**config.mk**
```make
export PLATFORM = sky130hd
export DESIGN_NAME = can_id_block_filter_core_flat
export DESIGN_NICKNAME = d
export VERILOG_FILES = /design/src/rtl/can_idf_pkg.sv /design/src/rtl/can_idf_if.sv /design/src/rtl/can_id_block_filter_core.sv /design/src/rtl/can_idf_table.sv /design/src/rtl/can_idf_seq.sv /design/src/flat_wrapper.sv
export SDC_FILE = /design/constraint.sdc
export NUM_CORES = 1
export LEC_CHECK = 0
export ABC_AREA = 1
export BUFFER_PORTS_ARGS = -buffer_cell sky130_fd_sc_hd__buf_4
export CORE_AREA = 2 2 205 157
export CTS_BUF_LIST = sky130_fd_sc_hd__clkbuf_4
export CTS_CLUSTER_SIZE = 28
export DETAILED_ROUTE_END_ITERATION = 8
export DIE_AREA = 0 0 207 159
export GPL_ROUTABILITY_DRIVEN = 0
export PLACE_DENSITY = 0.65
export SKIP_CTS_REPAIR_TIMING = 1
export SLEW_MARGIN = 20
export SYNTH_ARGS = -nofsm -noshare
export SYNTH_HDL_FRONTEND = slang
export SYNTH_SLANG_ARGS = --single-unit
```
**constraint.sdc**
```tcl
create_clock -name clk -period 7.3 [get_ports clk]
set_input_delay 0.365 -clock clk [delete_from_list [all_inputs] [get_ports clk]]
set_output_delay 0.365 -clock clk [all_outputs]
set_load 0.005 [all_outputs]
```
**src/rtl/can_idf_pkg.sv**
```systemverilog
// shared types, codes and helpers of the CAN id block filter
// no dependencies
package can_idf_pkg;

  localparam int unsigned TableEntriesDef = 10;
  localparam int unsigned IdW             = 11;
  localparam int unsigned DlcW            = 4;
  localparam int unsigned DataW           = 64;

  typedef enum logic [1:0] {
    FUNC_FRAME  = 2'd0,
    FUNC_ADD    = 2'd1,
    FUNC_REMOVE = 2'd2,
    FUNC_NONE   = 2'd3
  } func_t;

  typedef enum logic [2:0] {
    ST_FORWARDED = 3'd0,
    ST_BLOCKED   = 3'd1,
    ST_DISABLED  = 3'd2,
    ST_ADDED     = 3'd3,
    ST_ALREADY   = 3'd4,
    ST_FULL      = 3'd5,
    ST_REMOVED   = 3'd6,
    ST_NOTFOUND  = 3'd7
  } status_t;

  // control from the sequencer to the table memory
  typedef struct packed {
    logic rd_en;
    logic wr_en;
    logic wr_valid;
  } tbl_ctl_t;

  // zero the data bytes past the length; long codes keep all eight bytes
  function automatic logic [DataW-1:0] keep_bytes(input logic [DataW-1:0] data,
                                                   input logic [DlcW-1:0]  dlc);
    logic [DataW-1:0] res;
    res = data;
    for (int b = 0; b < 8; b++) begin
      if (dlc < DlcW'(8) && DlcW'(b) >= dlc) begin
        res[b*8 +: 8] = 8'h00;
      end
    end
    return res;
  endfunction

endpackage

```
**src/rtl/can_idf_if.sv**
```systemverilog
// valid/ready channel interfaces for item input and result output
// depends on can_idf_pkg
interface can_idf_in_if
  import can_idf_pkg::*;
();
  logic             valid;
  logic             ready;
  logic [1:0]       func;
  logic [IdW-1:0]   can_id;
  logic [DlcW-1:0]  dlc;
  logic [DataW-1:0] payload;

  modport source (output valid, func, can_id, dlc, payload, input ready);
  modport sink   (input valid, func, can_id, dlc, payload, output ready);
endinterface

interface can_idf_out_if
  import can_idf_pkg::*;
();
  logic             valid;
  logic             ready;
  logic [2:0]       status;
  logic             tx_valid;
  logic [IdW-1:0]   tx_id;
  logic [DlcW-1:0]  tx_dlc;
  logic [DataW-1:0] tx_payload;

  modport source (output valid, status, tx_valid, tx_id, tx_dlc, tx_payload, input ready);
  modport sink   (input valid, status, tx_valid, tx_id, tx_dlc, tx_payload, output ready);
endinterface

```
**src/rtl/can_id_block_filter_core.sv**
```systemverilog
// top level of the CAN id block filter: config register, sequencer, table
// depends on can_idf_pkg, can_idf_if, can_idf_table, can_idf_seq
//
//   channel   direction  handshake       contents
//   in_chan   sink       valid / ready   func, can_id, dlc, payload
//   out_chan  source     valid / ready   status, tx_valid, tx_id, tx_dlc, tx_payload
//   cfg       write      cfg_we          cfg_wdata = forward_enable
//
// frame, add and remove transactions scan the whole table over its single read
// port; func 3 is taken and dropped with no result.
// one transaction is in work at a time; the output register holds a finished
// result while the next transaction is taken and scanned.
// reset is synchronous and empties the table at once; forwarding starts disabled.
// a stalled output only holds the final update step, never the scan.
module can_id_block_filter_core
  import can_idf_pkg::*;
#(
  parameter int unsigned TABLE_ENTRIES = TableEntriesDef
) (
  input  logic          clk,
  input  logic          rst_n,
  input  logic          cfg_we,
  input  logic          cfg_wdata,
  can_idf_in_if.sink    in_chan,
  can_idf_out_if.source out_chan
);

  localparam int unsigned IdxW = (TABLE_ENTRIES > 1) ? $clog2(TABLE_ENTRIES) : 1;

  logic            fwd_en_r;
  tbl_ctl_t        tbl_ctl;
  logic [IdxW-1:0] rd_addr;
  logic [IdxW-1:0] wr_addr;
  logic [IdW-1:0]  wr_id;
  logic [IdW-1:0]  rd_id;
  logic            rd_vld;

  // forward enable register
  always_ff @(posedge clk) begin
    if (!rst_n) begin
      fwd_en_r <= 1'b0;
    end else if (cfg_we) begin
      fwd_en_r <= cfg_wdata;
    end
  end

  can_idf_seq #(
    .TABLE_ENTRIES(TABLE_ENTRIES)
  ) u_seq (
    .clk      (clk),
    .rst_n    (rst_n),
    .fwd_en   (fwd_en_r),
    .in_chan  (in_chan),
    .out_chan (out_chan),
    .tbl_ctl  (tbl_ctl),
    .rd_addr  (rd_addr),
    .wr_addr  (wr_addr),
    .wr_id    (wr_id),
    .rd_id    (rd_id),
    .rd_vld   (rd_vld)
  );

  can_idf_table #(
    .TABLE_ENTRIES(TABLE_ENTRIES)
  ) u_table (
    .clk     (clk),
    .rst_n   (rst_n),
    .ctl     (tbl_ctl),
    .rd_addr (rd_addr),
    .wr_addr (wr_addr),
    .wr_id   (wr_id),
    .rd_id   (rd_id),
    .rd_vld  (rd_vld)
  );

endmodule

```
**src/rtl/can_idf_table.sv**
```systemverilog
// block table: id memory with registered read, per-slot valid flops
// depends on can_idf_pkg
module can_idf_table
  import can_idf_pkg::*;
#(
  parameter int unsigned TABLE_ENTRIES = TableEntriesDef
) (
  input  logic                clk,
  input  logic                rst_n,
  input  tbl_ctl_t            ctl,
  input  logic [(TABLE_ENTRIES > 1 ? $clog2(TABLE_ENTRIES) : 1)-1:0] rd_addr,
  input  logic [(TABLE_ENTRIES > 1 ? $clog2(TABLE_ENTRIES) : 1)-1:0] wr_addr,
  input  logic [IdW-1:0]      wr_id,
  output logic [IdW-1:0]      rd_id,
  output logic                rd_vld
);

  logic [IdW-1:0]           id_mem [TABLE_ENTRIES];
  logic [TABLE_ENTRIES-1:0] valid_r;
  logic [IdW-1:0]           rd_id_r;
  logic                     rd_vld_r;

  // id storage, only written when a slot is filled
  always_ff @(posedge clk) begin
    if (ctl.wr_en && ctl.wr_valid) begin
      id_mem[wr_addr] <= wr_id;
    end
    if (ctl.rd_en) begin
      rd_id_r <= id_mem[rd_addr];
    end
  end

  // slot valid bits, cleared at reset
  always_ff @(posedge clk) begin
    if (!rst_n) begin
      valid_r  <= '0;
      rd_vld_r <= 1'b0;
    end else begin
      if (ctl.wr_en) begin
        valid_r[wr_addr] <= ctl.wr_valid;
      end
      if (ctl.rd_en) begin
        rd_vld_r <= valid_r[rd_addr];
      end
    end
  end

  assign rd_id  = rd_id_r;
  assign rd_vld = rd_vld_r;

endmodule

```
**src/rtl/can_idf_seq.sv**
```systemverilog
// sequencer: takes a transaction, scans the table, updates it, registers the result
// depends on can_idf_pkg, can_idf_if
module can_idf_seq
  import can_idf_pkg::*;
#(
  parameter int unsigned TABLE_ENTRIES = TableEntriesDef
) (
  input  logic                clk,
  input  logic                rst_n,
  input  logic                fwd_en,
  can_idf_in_if.sink          in_chan,
  can_idf_out_if.source       out_chan,
  output tbl_ctl_t            tbl_ctl,
  output logic [(TABLE_ENTRIES > 1 ? $clog2(TABLE_ENTRIES) : 1)-1:0] rd_addr,
  output logic [(TABLE_ENTRIES > 1 ? $clog2(TABLE_ENTRIES) : 1)-1:0] wr_addr,
  output logic [IdW-1:0]      wr_id,
  input  logic [IdW-1:0]      rd_id,
  input  logic                rd_vld
);

  localparam int unsigned IdxW = (TABLE_ENTRIES > 1) ? $clog2(TABLE_ENTRIES) : 1;
  localparam int unsigned CntW = $clog2(TABLE_ENTRIES + 1);
  localparam logic [IdxW-1:0] LastIdx = IdxW'(TABLE_ENTRIES - 1);

  typedef enum logic [1:0] {
    S_IDLE,
    S_SCAN,
    S_RESOLVE
  } state_t;

  state_t           state_r;
  logic [1:0]       func_r;
  logic [IdW-1:0]   id_r;
  logic [DlcW-1:0]  dlc_r;
  logic [DataW-1:0] pay_r;
  logic [CntW-1:0]  rd_cnt_r;
  logic             cmp_vld_r;
  logic [IdxW-1:0]  cmp_idx_r;
  logic             hit_fnd_r;
  logic [IdxW-1:0]  hit_idx_r;
  logic             free_fnd_r;
  logic [IdxW-1:0]  free_idx_r;

  logic             out_vld_r;
  logic [2:0]       out_status_r;
  logic             out_txv_r;
  logic [IdW-1:0]   out_id_r;
  logic [DlcW-1:0]  out_dlc_r;
  logic [DataW-1:0] out_pay_r;

  logic             rd_issue;
  logic             entry_hit;
  logic             entry_free;
  logic             out_free;
  logic             load;
  status_t          res_status;
  logic             res_txv;
  logic             wr_req;
  logic             wr_set;
  logic [IdxW-1:0]  wr_idx;

  assign in_chan.ready = (state_r == S_IDLE);
  assign out_free      = !out_vld_r || out_chan.ready;
  assign load          = (state_r == S_RESOLVE) && out_free;

  // table read issue during the scan
  assign rd_issue = (state_r == S_SCAN) && (rd_cnt_r < CntW'(TABLE_ENTRIES));
  assign rd_addr  = rd_cnt_r[IdxW-1:0];

  // compare on the entry that came back from memory
  assign entry_hit  = cmp_vld_r && rd_vld && (rd_id == id_r);
  assign entry_free = cmp_vld_r && !rd_vld;

  // outcome of the operation once the scan is complete
  always_comb begin
    res_status = ST_NOTFOUND;
    res_txv    = 1'b0;
    wr_req     = 1'b0;
    wr_set     = 1'b0;
    wr_idx     = hit_idx_r;
    unique case (func_r)
      FUNC_FRAME: begin
        if (!fwd_en) begin
          res_status = ST_DISABLED;
        end else if (hit_fnd_r) begin
          res_status = ST_BLOCKED;
        end else begin
          res_status = ST_FORWARDED;
          res_txv    = 1'b1;
        end
      end
      FUNC_ADD: begin
        if (hit_fnd_r) begin
          res_status = ST_ALREADY;
        end else if (!free_fnd_r) begin
          res_status = ST_FULL;
        end else begin
          res_status = ST_ADDED;
          wr_req     = 1'b1;
          wr_set     = 1'b1;
          wr_idx     = free_idx_r;
        end
      end
      FUNC_REMOVE: begin
        if (hit_fnd_r) begin
          res_status = ST_REMOVED;
          wr_req     = 1'b1;
        end else begin
          res_status = ST_NOTFOUND;
        end
      end
      default: begin
        res_status = ST_NOTFOUND;
      end
    endcase
  end

  // table control toward the memory
  always_comb begin
    tbl_ctl.rd_en    = rd_issue;
    tbl_ctl.wr_en    = load && wr_req;
    tbl_ctl.wr_valid = wr_set;
  end
  assign wr_addr = wr_idx;
  assign wr_id   = id_r;

  // state, scan bookkeeping and the output register
  always_ff @(posedge clk) begin
    if (!rst_n) begin
      state_r    <= S_IDLE;
      rd_cnt_r   <= '0;
      cmp_vld_r  <= 1'b0;
      hit_fnd_r  <= 1'b0;
      free_fnd_r <= 1'b0;
      out_vld_r  <= 1'b0;
    end else begin
      if (out_vld_r && out_chan.ready && !load) begin
        out_vld_r <= 1'b0;
      end
      unique case (state_r)
        S_IDLE: begin
          if (in_chan.valid && func_t'(in_chan.func) != FUNC_NONE) begin
            func_r     <= in_chan.func;
            id_r       <= in_chan.can_id;
            dlc_r      <= in_chan.dlc;
            pay_r      <= in_chan.payload;
            rd_cnt_r   <= '0;
            cmp_vld_r  <= 1'b0;
            hit_fnd_r  <= 1'b0;
            free_fnd_r <= 1'b0;
            state_r    <= S_SCAN;
          end
        end
        S_SCAN: begin
          cmp_vld_r <= rd_issue;
          cmp_idx_r <= rd_addr;
          if (rd_issue) begin
            rd_cnt_r <= rd_cnt_r + CntW'(1);
          end
          // first matching slot and lowest free slot
          if (entry_hit && !hit_fnd_r) begin
            hit_fnd_r <= 1'b1;
            hit_idx_r <= cmp_idx_r;
          end
          if (entry_free && !free_fnd_r) begin
            free_fnd_r <= 1'b1;
            free_idx_r <= cmp_idx_r;
          end
          if (cmp_vld_r && cmp_idx_r == LastIdx) begin
            state_r <= S_RESOLVE;
          end
        end
        S_RESOLVE: begin
          if (out_free) begin
            out_vld_r    <= 1'b1;
            out_status_r <= res_status;
            out_txv_r    <= res_txv;
            out_id_r     <= res_txv ? id_r : '0;
            out_dlc_r    <= res_txv ? dlc_r : '0;
            out_pay_r    <= res_txv ? keep_bytes(pay_r, dlc_r) : '0;
            state_r      <= S_IDLE;
          end
        end
        default: begin
          state_r <= S_IDLE;
        end
      endcase
    end
  end

  assign out_chan.valid      = out_vld_r;
  assign out_chan.status     = out_status_r;
  assign out_chan.tx_valid   = out_txv_r;
  assign out_chan.tx_id      = out_id_r;
  assign out_chan.tx_dlc     = out_dlc_r;
  assign out_chan.tx_payload = out_pay_r;

endmodule

```
**src/flat_wrapper.sv**
```systemverilog
// flat-port wrapper written by rule: the top's interface ports become plain ports
module can_id_block_filter_core_flat import can_idf_pkg::*;
#(
  parameter int unsigned TABLE_ENTRIES = TableEntriesDef
)
  (clk, rst_n, cfg_we, cfg_wdata, in_chan_valid, in_chan_func, in_chan_can_id, in_chan_dlc, in_chan_payload, in_chan_ready, out_chan_valid, out_chan_status, out_chan_tx_valid, out_chan_tx_id, out_chan_tx_dlc, out_chan_tx_payload, out_chan_ready);
  can_idf_in_if in_chan_i ();
  can_idf_out_if out_chan_i ();
  input  logic clk;
  input  logic rst_n;
  input  logic cfg_we;
  input  logic cfg_wdata;
  input wire logic [$bits(in_chan_i.valid)-1:0] in_chan_valid;
  input wire logic [$bits(in_chan_i.func)-1:0] in_chan_func;
  input wire logic [$bits(in_chan_i.can_id)-1:0] in_chan_can_id;
  input wire logic [$bits(in_chan_i.dlc)-1:0] in_chan_dlc;
  input wire logic [$bits(in_chan_i.payload)-1:0] in_chan_payload;
  output wire logic [$bits(in_chan_i.ready)-1:0] in_chan_ready;
  output wire logic [$bits(out_chan_i.valid)-1:0] out_chan_valid;
  output wire logic [$bits(out_chan_i.status)-1:0] out_chan_status;
  output wire logic [$bits(out_chan_i.tx_valid)-1:0] out_chan_tx_valid;
  output wire logic [$bits(out_chan_i.tx_id)-1:0] out_chan_tx_id;
  output wire logic [$bits(out_chan_i.tx_dlc)-1:0] out_chan_tx_dlc;
  output wire logic [$bits(out_chan_i.tx_payload)-1:0] out_chan_tx_payload;
  input wire logic [$bits(out_chan_i.ready)-1:0] out_chan_ready;
  assign in_chan_i.valid = in_chan_valid;
  assign in_chan_i.func = in_chan_func;
  assign in_chan_i.can_id = in_chan_can_id;
  assign in_chan_i.dlc = in_chan_dlc;
  assign in_chan_i.payload = in_chan_payload;
  assign in_chan_ready = in_chan_i.ready;
  assign out_chan_valid = out_chan_i.valid;
  assign out_chan_status = out_chan_i.status;
  assign out_chan_tx_valid = out_chan_i.tx_valid;
  assign out_chan_tx_id = out_chan_i.tx_id;
  assign out_chan_tx_dlc = out_chan_i.tx_dlc;
  assign out_chan_tx_payload = out_chan_i.tx_payload;
  assign out_chan_i.ready = out_chan_ready;
  can_id_block_filter_core #(.TABLE_ENTRIES(TABLE_ENTRIES)) u_core (.clk(clk), .rst_n(rst_n), .cfg_we(cfg_we), .cfg_wdata(cfg_wdata), .in_chan(in_chan_i), .out_chan(out_chan_i));
endmodule
```
==> metrics.txt <==
Syn Inst Count 928; worst endpoint data arrival time 3.49 ns; Slew @ Worst Pin 1.05 ns; setup slack at placement 4.07 ns; DP HPWL 17.9 mm; row count 56; crit path max-delay cell type nor3_2; Fin Setup TNS 0 ns; top cells by area, synth edfxtp_1 73%, nor2_1 5.5%, inv_1 3.6%; layout net count 1,329; fmax 0.312 GHz; synthesized area 12,200 um^2; largest net degree at the start of global routing 84; post-synthesis sequential area ratio 76.7%; post-synth top area share 73.1%; status completed; clock-pin slew on the worst setup and hold paths 0.08 ns; Hold Violations, Final 0; Power Density 239 nW/um^2; die area 32,900 um^2; critical-path cell list inv_1, ha_1, nand3_4, nand2_2, inv_2, nor2_4, nand3_1, nor3_2; first-pass GRT wire length 43.3 mm; reg-to-reg critical path endpoint u_core.u_table.id_mem[0][1]; placed cells 1,480; Reg2Reg Setup Slack 4.10 ns; most frequent cells in the layout 297 x edfxtp_1, 177 x nor2_1, 176 x buf_4; count of final setup violators 0; initial core utilization 39.6%; Clk pwr share 38.4%; HP Start out_chan_ready; Synth Flop Type edfxtp_1; crit path time final 3.20 ns; Slew Limit Fails 0; Rel. slew slack 29.3%; drt pass-1 iters 5; P&R area growth vs syn 29.0%; worst hold path type in2reg; CP Buf/Inv Count 2; vias in the first global route 7,643; overflow left after global routing 0; DR vias 7,997; Net Sw Frac 22.6%; CP Max Fanout 17; library cells used by synthesis 36; Peak VDD IR 0.000142 V; register bit count reported by yosys 319; highest routed layer met4; vias per cell 4.73; Setup crit end kind flop; Sequential Power Share 54.8%; Met3 Wirelength 1.85 mm; Clock Skew 0.0506 ns; clk sink count 319; family with the most delay on the worst path simple AND/OR/NAND/NOR gates; sw power 0.850 mW; combinational share of power 6.8%; Root Driver clkbuf_4; syn avg cell area 13.1 um^2; unrepaired setup endpoints after global routing no; Remaining DRCs 0; Max clock buf depth 3; CTS H-tree lvls 3; Worst-Skew Late Latency 0.70 ns; Die W 207 um; commonest non-fill, non-tap cell in the layout edfxtp_1; Routed Antenna Nets 0; post-route clock period utilization 43.9%; kind of critical path reg2reg; met2 WL 13.0 mm; max_cap viols 0; Core ar. 30,800 um^2; Worst EP required 7.59 ns; initial antenna violation count 1; met1 WL 13.2 mm; critical path's largest stage delay 0.80 ns; I/O pins 172; I/O Buffers 171; asr flop ratio synth 0%; TritonCTS clock tree done; Leak 6.15 nW; Yosys top cell by area edfxtp_1; Routed WL 28.5 mm; CP startpoint kind flop; Num CTS Buffers 76; Post-synth EDFFs 297; number of DRC markers in iteration 0 591; Syn Nets 1,020; Finished Layout Cells 1,690; chip height 159 um; reg2reg start u_core.u_seq.func_r[1]; WHS Path Cells 4; Internal Dissipation 2.91 mW; DR WL/cell 16.9 um; Final WS setup 4.10 ns; layout cells sized above 1 25.3%; Hold EP u_core.u_seq.out_chan.valid; Yosys Warn Count 0; Tot GR Track Use 16.9%; reg2reg path depth 8
worst min-delay path, cell delays in order:
cell and delay (ns):
buf_4 0.08, inv_1 0.03, nand2_1 0.11, a21oi_1 0.08
layout make-up:
type / instances / area (um^2)
diodes: 2 / 5.00
clock buffers: 104 / 781
clock inverters: 19 / 154
fillers: 2595 / 15100
inverters: 127 / 477
multi-input cells: 452 / 2260
flip-flops and latches: 319 / 9360
well taps: 406 / 508
repair buffers: 261 / 2190
routing by layer:
metal / global-route usage (%) / up-vias
met5: 0 / -
met4: 6.07 / 0
met3: 4.38 / 44
met2: 24.4 / 299
met1: 24.6 / 3787
li1: - / 3867
synthesized netlist by cell type, types with 3 or more instances:
master / count
edfxtp_1: 297
nor2_1: 178
inv_1: 118
o21ai_0: 67
nand2_1: 66
nand3_1: 26
o22ai_1: 25
dfxtp_1: 22
a21oi_1: 21
clkbuf_1: 16
o211ai_1: 13
nand4_1: 12
nor3_1: 8
buf_2: 6
inv_2: 6
nand2_2: 6
ha_1: 5
buf_4: 3
buf_6: 3
clkinv_1: 3
nand2_4: 3
nor2_4: 3
xnor2_1: 3
xor2_1: 3
worst max-delay path by stage:
| stage | startpoint | cells past startpoint | end | slack [ns] |
|---|---|---|---|---|
| 3_5_place_dp | u_core.u_seq.func_r[1] | 8 | u_core.u_table.id_mem[4][2] | 4.07 |
| 2_1_floorplan | rst_n | 2 | u_core.u_seq.out_chan.status[0] | 0.47 |
| 3_3_place_gp | u_core.u_seq.func_r[1] | 8 | u_core.u_table.id_mem[4][1] | 4.29 |
| 5_1_grt | u_core.u_seq.func_r[1] | 8 | u_core.u_table.id_mem[3][6] | 3.84 |
| 4_1_cts | u_core.u_seq.func_r[1] | 8 | u_core.u_table.id_mem[4][2] | 4.03 |
| 6_report | u_core.u_seq.func_r[1] | 8 | u_core.u_table.id_mem[0][1] | 4.10 |
registers in the layout, summed over array words and instances, names as in the netlist, 3 cells and up:
signal,flops
u_core.u_seq.wr_id,11
u_core.u_seq.out_chan.tx_payload,64
u_core.u_seq.rd_addr,4
u_core.u_seq.dlc_r,4
u_core.u_seq.out_chan.tx_dlc,4
u_core.u_table.valid_r,10
u_core.u_table.id_mem,110
u_core.u_seq.free_idx_r,4
u_core.u_table.rd_id,11
u_core.u_seq.out_chan.tx_id,11
u_core.u_seq.cmp_idx_r,4
u_core.u_seq.pay_r,64
u_core.u_seq.hit_idx_r,4
u_core.u_seq.out_chan.status,3
power by group through the flow:
stage,clock (mW),sequential [mW],combinational [mW]
floorplan,0,2.10,0.122
global placement,0,2.10,0.213
detailed placement,0,2.10,0.215
CTS,1.48,2.06,0.216
global route,1.59,2.07,0.282
finish,1.44,2.06,0.255
metrics by stage:
| step | hold slack, ns | power, mW | instance area [um^2] | utilization (%) |
|---|---|---|---|---|
| after floorplan | 0.403 | 2.22 | 12200 | - |
| after global placement | 0.450 | 2.31 | 13900 | 45.2 |
| after detailed placement | 0.458 | 2.32 | 13900 | 45.2 |
| after CTS | -0.204 | 3.76 | 14900 | 48.2 |
| after global routing | 0.0183 | 3.94 | 15700 | 51.0 |
| final | 0.0569 | 3.76 | 15700 | 51.0 |
cell families after synthesis:
logic type	Yosys count	share of synthesized area (%)
flops	319	76.7
simple gates	311	11.2
fa+ha+maj	5	0.513
xor+xnor	6	0.431
buf+inv	157	5.17
compound gates	130	5.97
(Power assumes the default switching activity.)
